===== config.mk =====
export PLATFORM = sky130hd
export DESIGN_NAME = json_string_unescape_utf8_core
export DESIGN_NICKNAME = d
export VERILOG_FILES = /design/src/rtl/jsu_pkg.sv /design/src/rtl/json_string_unescape_utf8_core.sv /design/src/rtl/jsu_front.sv /design/src/rtl/jsu_fifo.sv /design/src/rtl/jsu_back.sv
export SDC_FILE = /design/constraint.sdc
export NUM_CORES = 1
export LEC_CHECK = 0
export BUFFER_PORTS_ARGS = -buffer_cell sky130_fd_sc_hd__buf_2
export CAP_MARGIN = 20
export CORE_ASPECT_RATIO = 0.75
export CORE_UTILIZATION = 60
export CTS_CLUSTER_DIAMETER = 60
export DETAILED_ROUTE_END_ITERATION = 16
export PLACE_DENSITY = 0.77
export SLEW_MARGIN = 20
export SYNTH_ARGS = -nofsm -noshare
export SYNTH_HDL_FRONTEND = slang
export SYNTH_SLANG_ARGS = --single-unit

===== constraint.sdc =====
create_clock -name clk_i -period 10.4 [get_ports clk_i]
set_input_delay 2.08 -clock clk_i [delete_from_list [all_inputs] [get_ports clk_i]]
set_output_delay 2.08 -clock clk_i [all_outputs]
set_load 0.05 [all_outputs]

===== src/rtl/jsu_pkg.sv =====
`timescale 1ns / 1ps
// ----------------------------------------------------------------------------
// jsu_pkg
// Shared types and constants for the string unescaper: result status codes,
// job kinds and the job record passed from the decoder to the byte emitter.
// ----------------------------------------------------------------------------
package jsu_pkg;

  // status reported on an end-of-string result
  typedef enum logic [2:0] {
    ST_OK         = 3'd0,
    ST_MISS_QUOTE = 3'd1,
    ST_BAD_ESC    = 3'd2,
    ST_BAD_HEX    = 3'd3,
    ST_SURROGATE  = 3'd4,
    ST_CTRL       = 3'd5
  } status_e;

  // what the back end does with a job
  typedef enum logic [1:0] {
    KIND_RAW = 2'd0,  // one byte, taken as is
    KIND_CP  = 2'd1,  // code point, sent as one to four utf-8 bytes
    KIND_END = 2'd2   // end of string with status
  } kind_e;

  localparam int unsigned CpWidth = 21;

  typedef struct packed {
    kind_e                kind;
    logic [CpWidth-1:0]   cp;      // raw byte in low bits for KIND_RAW
    status_e              status;
  } job_t;

endpackage


===== src/rtl/json_string_unescape_utf8_core.sv =====
`timescale 1ns / 1ps
// ----------------------------------------------------------------------------
// json_string_unescape_utf8_core
// Decodes json string bodies byte by byte into utf-8 with end-of-string
// status results.
// ----------------------------------------------------------------------------
// channel   dir  tdata                          tuser    tlast
// s_axis    in   [7:0] in_byte                  -        -
// m_axis    out  [7:0] out_byte [10:8] status   is_end   last of input byte
//
// one input byte per cycle while the job queue has room; each output byte is
// a result of its own, so a \u escape giving four bytes holds the emitter for
// four results. an accepted byte's job goes into the job queue, then from its
// head into the output register, where the result can be taken.
// reset returns the decoder to plain state and empties queue and output.
// a stalled output fills the queue, then drops s_axis_tready.
// ----------------------------------------------------------------------------
module json_string_unescape_utf8_core #(
  parameter int unsigned FIFO_DEPTH = 4
) (
  input  logic        clk_i,
  input  logic        rst_ni,
  input  logic        s_axis_tvalid,
  output logic        s_axis_tready,
  input  logic [7:0]  s_axis_tdata,   // [7:0] in_byte
  output logic        m_axis_tvalid,
  input  logic        m_axis_tready,
  output logic [15:0] m_axis_tdata,   // [7:0] out_byte, [10:8] status
  output logic        m_axis_tuser,   // [0] is_end
  output logic        m_axis_tlast
);

  logic          push, full, pop, empty;
  jsu_pkg::job_t push_job, head;
  logic [7:0]    out_byte;
  logic [2:0]    status;

  // decoder
  jsu_front u_front (
    .clk_i               (clk_i),
    .rst_ni              (rst_ni),
    .in_valid_i          (s_axis_tvalid),
    .in_ready_i_unused_o (s_axis_tready),
    .in_byte_i           (s_axis_tdata),
    .q_full_i            (full),
    .push_o              (push),
    .job_o               (push_job)
  );

  // job queue
  jsu_fifo #(
    .DEPTH (FIFO_DEPTH)
  ) u_fifo (
    .clk_i      (clk_i),
    .rst_ni     (rst_ni),
    .push_i     (push),
    .push_job_i (push_job),
    .full_o     (full),
    .pop_i      (pop),
    .empty_o    (empty),
    .head_o     (head)
  );

  // byte emitter
  jsu_back u_back (
    .clk_i        (clk_i),
    .rst_ni       (rst_ni),
    .head_valid_i (!empty),
    .head_i       (head),
    .pop_o        (pop),
    .out_valid_o  (m_axis_tvalid),
    .out_ready_i  (m_axis_tready),
    .is_end_o     (m_axis_tuser),
    .out_byte_o   (out_byte),
    .status_o     (status),
    .last_o       (m_axis_tlast)
  );

  assign m_axis_tdata = {5'b0, status, out_byte};

  // checks
  a_no_push_full: assert property (@(posedge clk_i) disable iff (!rst_ni)
    push |-> !full) else $error("job pushed into full queue");

  a_end_shape: assert property (@(posedge clk_i) disable iff (!rst_ni)
    m_axis_tvalid && m_axis_tuser |-> m_axis_tlast && m_axis_tdata[7:0] == 8'h00)
    else $error("end result malformed");

  a_data_status: assert property (@(posedge clk_i) disable iff (!rst_ni)
    m_axis_tvalid && !m_axis_tuser |-> m_axis_tdata[10:8] == 3'd0)
    else $error("data byte carries status");

  a_pop_nonempty: assert property (@(posedge clk_i) disable iff (!rst_ni)
    pop |-> !empty) else $error("pop from empty queue");

endmodule


===== src/rtl/jsu_front.sv =====
`timescale 1ns / 1ps
// ----------------------------------------------------------------------------
// jsu_front
// Escape decoder: takes one input byte per cycle while the job queue has room,
// tracks the escape state and pushes a job for every byte that yields output.
// ----------------------------------------------------------------------------
module jsu_front (
  input  logic          clk_i,
  input  logic          rst_ni,
  input  logic          in_valid_i,
  output logic          in_ready_i_unused_o,
  input  logic [7:0]    in_byte_i,
  input  logic          q_full_i,
  output logic          push_o,
  output jsu_pkg::job_t job_o
);

  // escape phases
  typedef enum logic [5:0] {
    PH_PLAIN   = 6'b000001,
    PH_ESC     = 6'b000010,
    PH_HEX1    = 6'b000100,
    PH_WANT_BS = 6'b001000,
    PH_WANT_U  = 6'b010000,
    PH_HEX2    = 6'b100000
  } phase_e;

  phase_e      phase_q, phase_d;
  logic [15:0] accum_q, accum_d;
  logic [1:0]  count_q, count_d;
  logic [9:0]  hs_q, hs_d;

  logic        accept;
  logic [4:0]  hex_val;   // bit 4 set for a non-hex byte
  logic [15:0] new_acc;

  assign in_ready_i_unused_o = !q_full_i;
  assign accept = in_valid_i && !q_full_i;

  // hex digit value
  always_comb begin
    hex_val = 5'h10;
    if (in_byte_i >= 8'h30 && in_byte_i <= 8'h39) begin
      hex_val = {1'b0, in_byte_i[3:0]};
    end else if ((in_byte_i >= 8'h61 && in_byte_i <= 8'h66) ||
                 (in_byte_i >= 8'h41 && in_byte_i <= 8'h46)) begin
      hex_val = {1'b0, in_byte_i[3:0] + 4'd9};
    end
  end

  assign new_acc = {accum_q[11:0], hex_val[3:0]};

  // decode one byte
  always_comb begin
    phase_d = phase_q;
    accum_d = accum_q;
    count_d = count_q;
    hs_d    = hs_q;
    push_o  = 1'b0;
    job_o   = '{kind: jsu_pkg::KIND_RAW, cp: '0, status: jsu_pkg::ST_OK};
    if (accept) begin
      case (phase_q)
        PH_ESC: begin
          phase_d = PH_PLAIN;
          push_o  = 1'b1;
          case (in_byte_i)
            8'h6E: job_o.cp = 21'h0A;   // n
            8'h74: job_o.cp = 21'h09;   // t
            8'h62: job_o.cp = 21'h08;   // b
            8'h66: job_o.cp = 21'h0C;   // f
            8'h76: job_o.cp = 21'h0B;   // v
            8'h72: job_o.cp = 21'h0D;   // r
            8'h5C: job_o.cp = 21'h5C;   // backslash
            8'h2F: job_o.cp = 21'h2F;   // slash
            8'h22: job_o.cp = 21'h22;   // quote
            8'h75: begin                // u
              push_o  = 1'b0;
              phase_d = PH_HEX1;
              accum_d = '0;
              count_d = '0;
            end
            default: begin
              job_o.kind   = jsu_pkg::KIND_END;
              job_o.status = jsu_pkg::ST_BAD_ESC;
              accum_d      = '0;
              count_d      = '0;
            end
          endcase
        end
        PH_HEX1, PH_HEX2: begin
          if (hex_val[4]) begin
            phase_d      = PH_PLAIN;
            accum_d      = '0;
            count_d      = '0;
            push_o       = 1'b1;
            job_o.kind   = jsu_pkg::KIND_END;
            job_o.status = jsu_pkg::ST_BAD_HEX;
          end else if (count_q != 2'd3) begin
            accum_d = new_acc;
            count_d = count_q + 2'd1;
          end else begin
            accum_d = '0;
            count_d = '0;
            if (phase_q == PH_HEX1) begin
              if (new_acc[15:10] == 6'b110110) begin
                hs_d    = new_acc[9:0];
                phase_d = PH_WANT_BS;
              end else begin
                phase_d    = PH_PLAIN;
                push_o     = 1'b1;
                job_o.kind = jsu_pkg::KIND_CP;
                job_o.cp   = {5'b0, new_acc};
              end
            end else begin
              phase_d = PH_PLAIN;
              push_o  = 1'b1;
              if (new_acc[15:10] != 6'b110111) begin
                job_o.kind   = jsu_pkg::KIND_END;
                job_o.status = jsu_pkg::ST_SURROGATE;
              end else begin
                job_o.kind = jsu_pkg::KIND_CP;
                job_o.cp   = {1'b0, hs_q, new_acc[9:0]} + 21'h10000;
              end
            end
          end
        end
        PH_WANT_BS, PH_WANT_U: begin
          if ((phase_q == PH_WANT_BS && in_byte_i != 8'h5C) ||
              (phase_q == PH_WANT_U && in_byte_i != 8'h75)) begin
            phase_d      = PH_PLAIN;
            accum_d      = '0;
            count_d      = '0;
            push_o       = 1'b1;
            job_o.kind   = jsu_pkg::KIND_END;
            job_o.status = jsu_pkg::ST_SURROGATE;
          end else if (phase_q == PH_WANT_BS) begin
            phase_d = PH_WANT_U;
          end else begin
            phase_d = PH_HEX2;
            accum_d = '0;
            count_d = '0;
          end
        end
        default: begin
          phase_d = PH_PLAIN;
          if (in_byte_i == 8'h5C) begin
            phase_d = PH_ESC;
          end else begin
            push_o   = 1'b1;
            job_o.cp = {13'b0, in_byte_i};
            if (in_byte_i == 8'h22 || in_byte_i < 8'h20) begin
              accum_d      = '0;
              count_d      = '0;
              job_o.kind   = jsu_pkg::KIND_END;
              job_o.cp     = '0;
              if (in_byte_i == 8'h22) begin
                job_o.status = jsu_pkg::ST_OK;
              end else if (in_byte_i == 8'h00) begin
                job_o.status = jsu_pkg::ST_MISS_QUOTE;
              end else begin
                job_o.status = jsu_pkg::ST_CTRL;
              end
            end
          end
        end
      endcase
    end
  end

  // state registers
  always_ff @(posedge clk_i or negedge rst_ni) begin
    if (!rst_ni) begin
      phase_q <= PH_PLAIN;
      accum_q <= '0;
      count_q <= '0;
      hs_q    <= '0;
    end else begin
      phase_q <= phase_d;
      accum_q <= accum_d;
      count_q <= count_d;
      hs_q    <= hs_d;
    end
  end

endmodule


===== src/rtl/jsu_fifo.sv =====
`timescale 1ns / 1ps
// ----------------------------------------------------------------------------
// jsu_fifo
// Short job queue between decoder and byte emitter, head shown directly.
// ----------------------------------------------------------------------------
module jsu_fifo #(
  parameter int unsigned DEPTH = 4
) (
  input  logic          clk_i,
  input  logic          rst_ni,
  input  logic          push_i,
  input  jsu_pkg::job_t push_job_i,
  output logic          full_o,
  input  logic          pop_i,
  output logic          empty_o,
  output jsu_pkg::job_t head_o
);

  localparam int unsigned PtrW = (DEPTH > 2) ? $clog2(DEPTH) : 1;
  localparam int unsigned CntW = $clog2(DEPTH + 1);

  jsu_pkg::job_t        mem_q [DEPTH];
  logic [PtrW-1:0]      wr_q, wr_d, rd_q, rd_d;
  logic [CntW-1:0]      cnt_q, cnt_d;
  logic                 do_push, do_pop;

  assign full_o  = (cnt_q == CntW'(DEPTH));
  assign empty_o = (cnt_q == '0);
  assign head_o  = mem_q[rd_q];
  assign do_push = push_i && !full_o;
  assign do_pop  = pop_i && !empty_o;

  // pointer and count update
  always_comb begin
    wr_d  = wr_q;
    rd_d  = rd_q;
    cnt_d = cnt_q;
    if (do_push) begin
      wr_d = (wr_q == PtrW'(DEPTH - 1)) ? '0 : wr_q + PtrW'(1);
    end
    if (do_pop) begin
      rd_d = (rd_q == PtrW'(DEPTH - 1)) ? '0 : rd_q + PtrW'(1);
    end
    if (do_push && !do_pop) begin
      cnt_d = cnt_q + CntW'(1);
    end else if (do_pop && !do_push) begin
      cnt_d = cnt_q - CntW'(1);
    end
  end

  always_ff @(posedge clk_i or negedge rst_ni) begin
    if (!rst_ni) begin
      wr_q  <= '0;
      rd_q  <= '0;
      cnt_q <= '0;
    end else begin
      wr_q  <= wr_d;
      rd_q  <= rd_d;
      cnt_q <= cnt_d;
    end
  end

  // storage
  always_ff @(posedge clk_i) begin
    if (do_push) begin
      mem_q[wr_q] <= push_job_i;
    end
  end

endmodule


===== src/rtl/jsu_back.sv =====
`timescale 1ns / 1ps
// ----------------------------------------------------------------------------
// jsu_back
// Byte emitter: expands each job into its output bytes and puts them into an
// output register, one per cycle while that register is empty or being taken.
// ----------------------------------------------------------------------------
module jsu_back (
  input  logic          clk_i,
  input  logic          rst_ni,
  input  logic          head_valid_i,
  input  jsu_pkg::job_t head_i,
  output logic          pop_o,
  output logic          out_valid_o,
  input  logic          out_ready_i,
  output logic          is_end_o,
  output logic [7:0]    out_byte_o,
  output logic [2:0]    status_o,
  output logic          last_o
);

  logic       valid_q, valid_d;
  logic       is_end_q;
  logic [7:0] byte_q;
  logic [2:0] status_q;
  logic       last_q;
  logic [1:0] idx_q, idx_d;

  logic       load;
  logic [1:0] nm1;       // byte count minus one
  logic [7:0] sel_byte;
  logic       sel_last;
  logic [20:0] cp;

  assign cp = head_i.cp;

  // byte count of the head job
  always_comb begin
    nm1 = 2'd0;
    if (head_i.kind == jsu_pkg::KIND_CP) begin
      if (cp <= 21'h7F) begin
        nm1 = 2'd0;
      end else if (cp <= 21'h7FF) begin
        nm1 = 2'd1;
      end else if (cp <= 21'hFFFF) begin
        nm1 = 2'd2;
      end else begin
        nm1 = 2'd3;
      end
    end
  end

  // pick the byte at the current position
  always_comb begin
    sel_byte = 8'h80 | {2'b0, cp[5:0]};
    case ({nm1, idx_q})
      4'b0000: sel_byte = cp[7:0];
      4'b0100: sel_byte = 8'hC0 | {3'b0, cp[10:6]};
      4'b1000: sel_byte = 8'hE0 | {4'b0, cp[15:12]};
      4'b1001: sel_byte = 8'h80 | {2'b0, cp[11:6]};
      4'b1100: sel_byte = 8'hF0 | {5'b0, cp[20:18]};
      4'b1101: sel_byte = 8'h80 | {2'b0, cp[17:12]};
      4'b1110: sel_byte = 8'h80 | {2'b0, cp[11:6]};
      default: sel_byte = 8'h80 | {2'b0, cp[5:0]};
    endcase
    if (head_i.kind == jsu_pkg::KIND_END) begin
      sel_byte = 8'h00;
    end
  end

  assign sel_last = (idx_q == nm1);
  assign load     = head_valid_i && (!valid_q || out_ready_i);
  assign pop_o    = load && sel_last;

  // control
  always_comb begin
    idx_d   = idx_q;
    valid_d = valid_q;
    if (out_ready_i) begin
      valid_d = 1'b0;
    end
    if (load) begin
      valid_d = 1'b1;
      idx_d   = sel_last ? 2'd0 : idx_q + 2'd1;
    end
  end

  always_ff @(posedge clk_i or negedge rst_ni) begin
    if (!rst_ni) begin
      valid_q <= 1'b0;
      idx_q   <= '0;
    end else begin
      valid_q <= valid_d;
      idx_q   <= idx_d;
    end
  end

  // output payload
  always_ff @(posedge clk_i) begin
    if (load) begin
      is_end_q <= (head_i.kind == jsu_pkg::KIND_END);
      byte_q   <= sel_byte;
      status_q <= (head_i.kind == jsu_pkg::KIND_END) ? head_i.status : jsu_pkg::ST_OK;
      last_q   <= sel_last;
    end
  end

  assign out_valid_o = valid_q;
  assign is_end_o    = is_end_q;
  assign out_byte_o  = byte_q;
  assign status_o    = status_q;
  assign last_o      = last_q;

endmodule

==> results of run 1 <==
synthesized netlist by cell type, drive strengths merged (3+ instances only):
library cell  number
and2               9
mux2              17
o31ai              6
ha                15
inv               35
xor2               5
or2                4
o211ai             3
mux4              26
nand2             46
clkbuf            12
nand4              4
a32oi              5
nor3               9
xnor2              5
dfrtp             39
and3               6
nand2b             7
nand3b             3
or3                3
nor2              41
o22ai              3
o221ai             5
a21oi             17
a22o               3
buf               13
or4                3
o21ai             27
nor2b              7
mux2i              7
nand3             15
edfxtp           117
nor3b              5
a22oi              6
a31oi              8
path summary, 6_finish.rpt:
check / from / endpoint / slack (ns) / cells past startpoint
worst max-delay path: s_axis_tdata[2] / u_fifo.cnt_q[2] / 5.14 / 12
worst min register to register: u_front.hs_q[2] / u_front.hs_q[2] / 0.49 / 2
worst min-delay path: u_front.hs_q[2] / u_front.hs_q[2] / 0.49 / 2
worst max register to register: u_fifo.rd_q[0] / u_fifo.cnt_q[2] / 6.31 / 14
max in group asynchronous: rst_ni / u_fifo.rd_q[1] / 7.99 / 1
min in group asynchronous: rst_ni / u_back.idx_q[1] / 1.78 / 1
power groups by stage:
stage / Clock, mW / Combinational, mW / Sequential [mW]
floorplan: 0 / 0.502 / 0.986
global placement: 0 / 0.723 / 0.914
detailed placement: 0 / 0.739 / 0.924
CTS: 0.628 / 0.747 / 0.913
global route: 0.658 / 0.802 / 0.925
finish: 0.624 / 0.748 / 0.911
metal layers:
metal | GRT usage | vias to the layer above | share of wire
li1 | - | 2213 | -
met1 | 0.375 | 2448 | 0.44
met2 | 0.405 | 218 | 0.47
met3 | 0.0617 | 21 | 0.076
met4 | 0.0796 | 0 | 0.011
met5 | 0 | - | 0
state kept, by name, indices dropped and copies added (netlist names), 3 cells and up:
| signal | flops |
|---|---|
| u_fifo.mem_q | 104 |
| u_front.accum_q | 12 |
| u_back.status_o | 3 |
| u_front.phase_q | 6 |
| u_back.out_byte_o | 8 |
| u_front.hs_q | 10 |
| u_fifo.cnt_q | 3 |
cells by family after synthesis:
family | Yosys count | synth area share
adder cells (fa/ha/maj) | 16 | 0.0273
AO/OA/AOI/OAI | 102 | 0.0937
buffers and inverters | 60 | 0.0364
other | 1 | 0.000494
XOR/XNOR | 10 | 0.0115
multiplexers | 50 | 0.117
AND/OR/NAND/NOR | 171 | 0.119
flip-flops | 157 | 0.594
cell type report:
cell class	instances	area, um2
clock buffers	17	425
clock inverters	15	173
fillers	830	3860
inverters	35	131
multi-input cells	354	2830
flip-flops and latches	157	4520
well taps	166	208
repair buffers	31	168
stage by stage:
stage / instances / power [mW] / instance area [um2] / util
floorplan: 571 / 1.49 / 7610 / -
global route: 775 / 2.38 / 8450 / 0.687
detailed placement: 743 / 1.66 / 7850 / 0.638
global placement: 743 / 1.64 / 7840 / 0.637
finish: 775 / 2.28 / 8450 / 0.687
CTS: 775 / 2.29 / 8440 / 0.686
placed cells by master (no fill, tap or decap), types with 7 or more instances in the layout:
cell / Yosys / layout
a31oi_1: 7 / 7
dfrtp_1: 39 / 38
mux4_2: 18 / 18
mux2_2: 11 / 11
and2_1: 8 / 8
ha_1: 15 / 15
mux4_1: 8 / 8
o21ai_0: 24 / 24
buf_2: 4 / 26
nor2_1: 40 / 40
inv_1: 34 / 34
mux2i_1: 7 / 7
nand2_1: 46 / 46
a21oi_1: 17 / 17
nand3_1: 15 / 15
nor2b_1: 7 / 7
edfxtp_1: 117 / 117
clkbuf_16: 0 / 17
nand2b_1: 7 / 7
worst reg2reg max path: cells and delay by family, from the launching register on:
kind                     cells  cell delay (ns)
AO/OA/AOI/OAI                1             0.27
XOR/XNOR                     2             0.32
adder cells (fa/ha/maj)      2             0.61
buffers and inverters        3             0.56
flip-flops                   1             0.32
multiplexers                 2             1.12
AND/OR/NAND/NOR              4             0.81
==> metrics, run 1 <==
overflow left after global routing=0; growth of design area from synthesis to finish=11.2%; Total Nets Final=624; highest ir drop seen on vdd=slightly above 0.2 mV; number of CTS-inserted buffers=17; signal arrival time at the worst endpoint=between 5 and 6 ns; Lkg Pwr=3.16 nW; Ys Warns=0; first-pass detailed-route iteration total=6; post-synthesis register bit count=157; normalized max-slew margin=0.379; Avg Synthesized Cell Area=between 10 and 15 um2; highest achievable clock rate=190 MHz; family with the most delay on the worst path=compound AO/OA/AOI/OAI gates; final worst hold slack=0.486 ns; Power Internal=between 1 and 1.5 mW; Final Critical Period=between 5 and 6 ns; slew of the pin with the lowest slew margin=0.932 ns; cell area after synthesis=0.00760 mm2; clock edge transition at the registers on the reported setup and hold paths=~0.06 ns; via count=4900; pre-CTS setup slack=4.81 ns; number of buffers on the longest clock path=2; largest net degree at the start of global routing=just over 40; CTS tree=yes; post-synthesis instance total=567; remaining routing DRC violations=0; endpoint type of the worst setup path=register; buffers plus inverters on the worst setup path=3; Worst Path Required=10.75 ns; share of the clock period used by the worst path=0.506; sum of net half-perimeters after detailed placement=roughly 11000 um; number of enable-type register cells in the synthesized netlist=117; Worst-Skew Late Latency=0.42 ns; total of hold buffers inserted after clock tree synthesis=0; CP cell instances=buf_2 -> inv_1 -> or4_1 -> a31oi_1 -> o21ai_1 -> a31oi_2 -> ha_1 -> inv_1 -> fa_1 -> xor2_1 -> nor2_1 -> xor2_1; via count of the first global-routing pass=4717; library cell used as clock root buffer=clkbuf_16; synth unique cells=77; CTS resizes=0; Max stage delay cell, worst path=a31oi_1; asr flop ratio synth=0.255; count of nets left with antenna violations after detail routing=0; count of inserted antenna diode cells=0; sequential-to-total area share from yosys stat=0.594; die boundary height=99.5 um; Tightest Hold Check Type=register to register; result of the run=complete, no violations; starting density of the core=0.617; clock net sink count=157; final WL=16100 um; std cell rows=35; maximum clock skew at final layout=0.00947 ns; layout cell share with drive strength beyond 1=0.189; switching power total=801 uW; aggregate negative setup slack=0 ns; die width=between 100 and 150 um; final hold viol count=0; vias per cell=6.32; initial antenna violation count=0; Total GRT Usage=0.262; unrepaired setup endpoints after global routing=false; top-level port count=32; dominant synthesized flop cell=edfxtp_1; routability-driven placement congestion ratio=0.976; Seq pwr share=0.399; area fraction of the dominant cell type after synthesis=0.462; count of pins over their slew limit=0; portion of total power attributed to combinational logic=0.328; Die Footprint=0.0131 mm2; P per Cell Area=approximately 270 mW/mm2; dominant cell type by area after synthesis=edfxtp_1; Core Area=0.0123 mm2; global-route wire length before repair=25600 um; initial DRC count=604; Setup violations, final=0; average wire per standard cell=20.8 um; maximum fanout encountered on the critical timing path=17; switching share of total power=0.351; clock share of power=0.273; stage delay of the slowest cell on the critical path=0.58 ns; CTS HTree Levels=4; critical path class=input port to register; Port Buf Inserts=26; top area cells in the synthesized netlist=edfxtp_1 (46%), dfrtp_1 (13%), mux4_2 (5.3%); PnR worst setup slack=5.14 ns; number of post-CTS setup repair buffers=0; startpoint kind of the worst setup timing path=input port; number of maximum-capacitance constraint violations=0
(Power assumes the default switching activity.)
==> inputs of run 2 (changes only) <==
--- a/config.mk
+++ b/config.mk
@@ -8,10 +8,10 @@
 export BUFFER_PORTS_ARGS = -buffer_cell sky130_fd_sc_hd__buf_2
 export CAP_MARGIN = 20
 export CORE_ASPECT_RATIO = 0.75
-export CORE_UTILIZATION = 60
+export CORE_UTILIZATION = 56
 export CTS_CLUSTER_DIAMETER = 60
 export DETAILED_ROUTE_END_ITERATION = 16
-export PLACE_DENSITY = 0.77
+export PLACE_DENSITY = 0.75
 export SLEW_MARGIN = 20
 export SYNTH_ARGS = -nofsm -noshare
 export SYNTH_HDL_FRONTEND = slang
==> constraint.sdc (replaced) <==
create_clock -name clk_i -period 4.7 [get_ports clk_i]
set_input_delay 0.94 -clock clk_i [delete_from_list [all_inputs] [get_ports clk_i]]
set_output_delay 0.94 -clock clk_i [all_outputs]
set_load 0.05 [all_outputs]
==> run 2 against run 1 <==
Clock skew is essentially flat. Sequential cell count stayed put. Sequential share of layout area fell by 0.26 points. Worst setup slack lost 4.5 ns. Critical endpoint unchanged. Cell count grew 1.4%. Largest cell class unchanged. Sequential power increased by 120%. Worst hold slack better by 0.0028 ns. Die area up 7.0%. Clock power rose by 120%. Cell area rose by 0.46%. Core utilization is 3.9 points lower.
==> metrics, run 2 (synthesized netlist as in run 1, its figures left out) <==
Die Footprint=0.0140 mm2; CTS tree=yes; library cell used as clock root buffer=clkbuf_16; aggregate negative setup slack=0 ns; leading cell type in the layout, fill and taps excluded=edfxtp_1; largest registers ranked by flip-flop count=u_fifo.mem_q (104), u_front.accum_q (12), u_front.hs_q (10); overflow left after global routing=0; startpoint of the most critical hold path=u_front.hs_q[1]; P per Cell Area=596 mW/mm2; cells on worst reg2reg path=13; worst reg2reg path endpoint=u_fifo.cnt_q[2]; PnR worst setup slack=0.634 ns; pre-CTS setup slack=0.463 ns; number of stages on the worst hold path=2; clock net sink count=157; die width=137 um; share of the clock period used by the worst path=0.865; Lkg Pwr=about 3.2 nW; highest achievable clock rate=246 MHz; via count of the first global-routing pass=4793; clock edge transition at the registers on the reported setup and hold paths=0.06 ns; Placed Cells incl. Taps=approximately 750; largest net degree at the start of global routing=41; Worst Path Required=5.04 ns; Final Critical Period=approximately 4.1 ns; Worst-Skew Late Latency=0.42 ns; growth of design area from synthesis to finish=11.7%; die boundary height=approximately 100 um; CP Launch Point=u_fifo.rd_q[1]; remaining routing DRC violations=0; Total Nets Final=630; Setup violations, final=0; sum of net half-perimeters after detailed placement=11500 um; routability-driven placement congestion ratio=0.944; worst hold endpoint=u_front.hs_q[1]; Port Buf Inserts=26; origin of the critical flop-to-flop path=u_fifo.rd_q[1]; final hold viol count=0; most used cells in the layout excluding fill and tap cells=edfxtp_1 (117), nand2_1 (46), nor2_1 (40), dfrtp_1 (39), inv_1 (34); count of pins over their slew limit=0; Tightest Hold Check Type=register to register; result of the run=complete, no violations; CTS HTree Levels=4; slew of the pin with the lowest slew margin=1.02 ns; startpoint kind of the worst setup timing path=register; Core Area=about 0.013 mm2; number of post-CTS setup repair buffers=0; register with the highest flop count=u_fifo.mem_q; signal arrival time at the worst endpoint=between 4 and 5 ns; top-level port count=32; total of hold buffers inserted after clock tree synthesis=0; maximum clock skew at final layout=0.00951 ns; vias per cell=6.32; final WL=between 15000 and 20000 um; CTS resizes=0; first-pass detailed-route iteration total=5; post-layout util=0.648; unrepaired setup endpoints after global routing=false; maximum fanout encountered on the critical timing path=22; final cell count without fillers=786; via count=4969; average wire per standard cell=about 21 um; number of flip-flops in the largest register=104; Total GRT Usage=0.260; layout cell share with drive strength beyond 1=0.190; starting density of the core=0.580; endpoint type of the worst setup path=register; number of buffers on the longest clock path=2; critical path class=register to register; global-route wire length before repair=about 26000 um; number of maximum-capacitance constraint violations=0; number of CTS-inserted buffers=17; count of inserted antenna diode cells=0; count of nets left with antenna violations after detail routing=0; reg-to-reg setup timing slack=0.63 ns; highest ir drop seen on vdd=0.546 mV; normalized max-slew margin=0.317; initial antenna violation count=0; initial DRC count=560; std cell rows=36
## run 2: final cells by class
type	count	area, um2
Clock buffer	18	429
Fill cell	940	4620
Clock inverter	14	164
Timing Repair Buffer	37	213
Sequential cell	157	4520
Tap cell	171	214
Inverter	35	131
Multi-Input combinational cell	354	2820
## run 2: worst max-delay path, cell delays in order, from the launching register on
cell and delay [ns]:
dfrtp_1 1.02, mux4_1 0.51, nor3_4 0.32, nand4_4 0.18
o21a_1 0.26, mux2_4 0.33, and2_4 0.19, inv_1 0.07
ha_1 0.18, inv_1 0.07, fa_1 0.43, xor2_1 0.17
nor2_1 0.11, xor2_1 0.15
## run 2: per-stage QoR
step           area [um2]  hold slack, ns  power (mW)
2_1_floorplan        7610           0.449        3.29
3_3_place_gp         7900           0.467        3.66
3_5_place_dp         7900           0.475        3.72
4_1_cts              8490           0.489        5.09
5_1_grt              8490           0.531        5.32
6_report             8490           0.488        5.06
## run 2: worst max-delay path by stage
stage,cells after the start,slack [ns],to
final,13,0.63,u_fifo.cnt_q[2]
after floorplan,12,0.98,u_fifo.cnt_q[2]
after global routing,13,0.35,u_fifo.cnt_q[2]
after global placement,12,0.66,u_fifo.cnt_q[2]
after detailed placement,12,0.46,u_fifo.cnt_q[2]
after CTS,13,0.59,u_fifo.cnt_q[2]
## run 2: layer usage
| metal | vias to the layer above | wire [um] | GRT usage |
|---|---|---|---|
| met1 | 2439 | 7350 | 0.365 |
| met5 | - | 0 | 0 |
| met4 | 0 | 369 | 0.102 |
| li1 | 2224 | - | - |
| met3 | 36 | 1390 | 0.0644 |
| met2 | 270 | 7590 | 0.394 |
## run 2: power by group
| part | internal [mW] | total, mW | switching [mW] |
|---|---|---|---|
| clock | 0.793 | 1.35 | 0.562 |
| combinational | 0.630 | 1.69 | 1.06 |
| sequential | 1.86 | 2.01 | 0.146 |
| total | 3.29 | 5.06 | 1.77 |
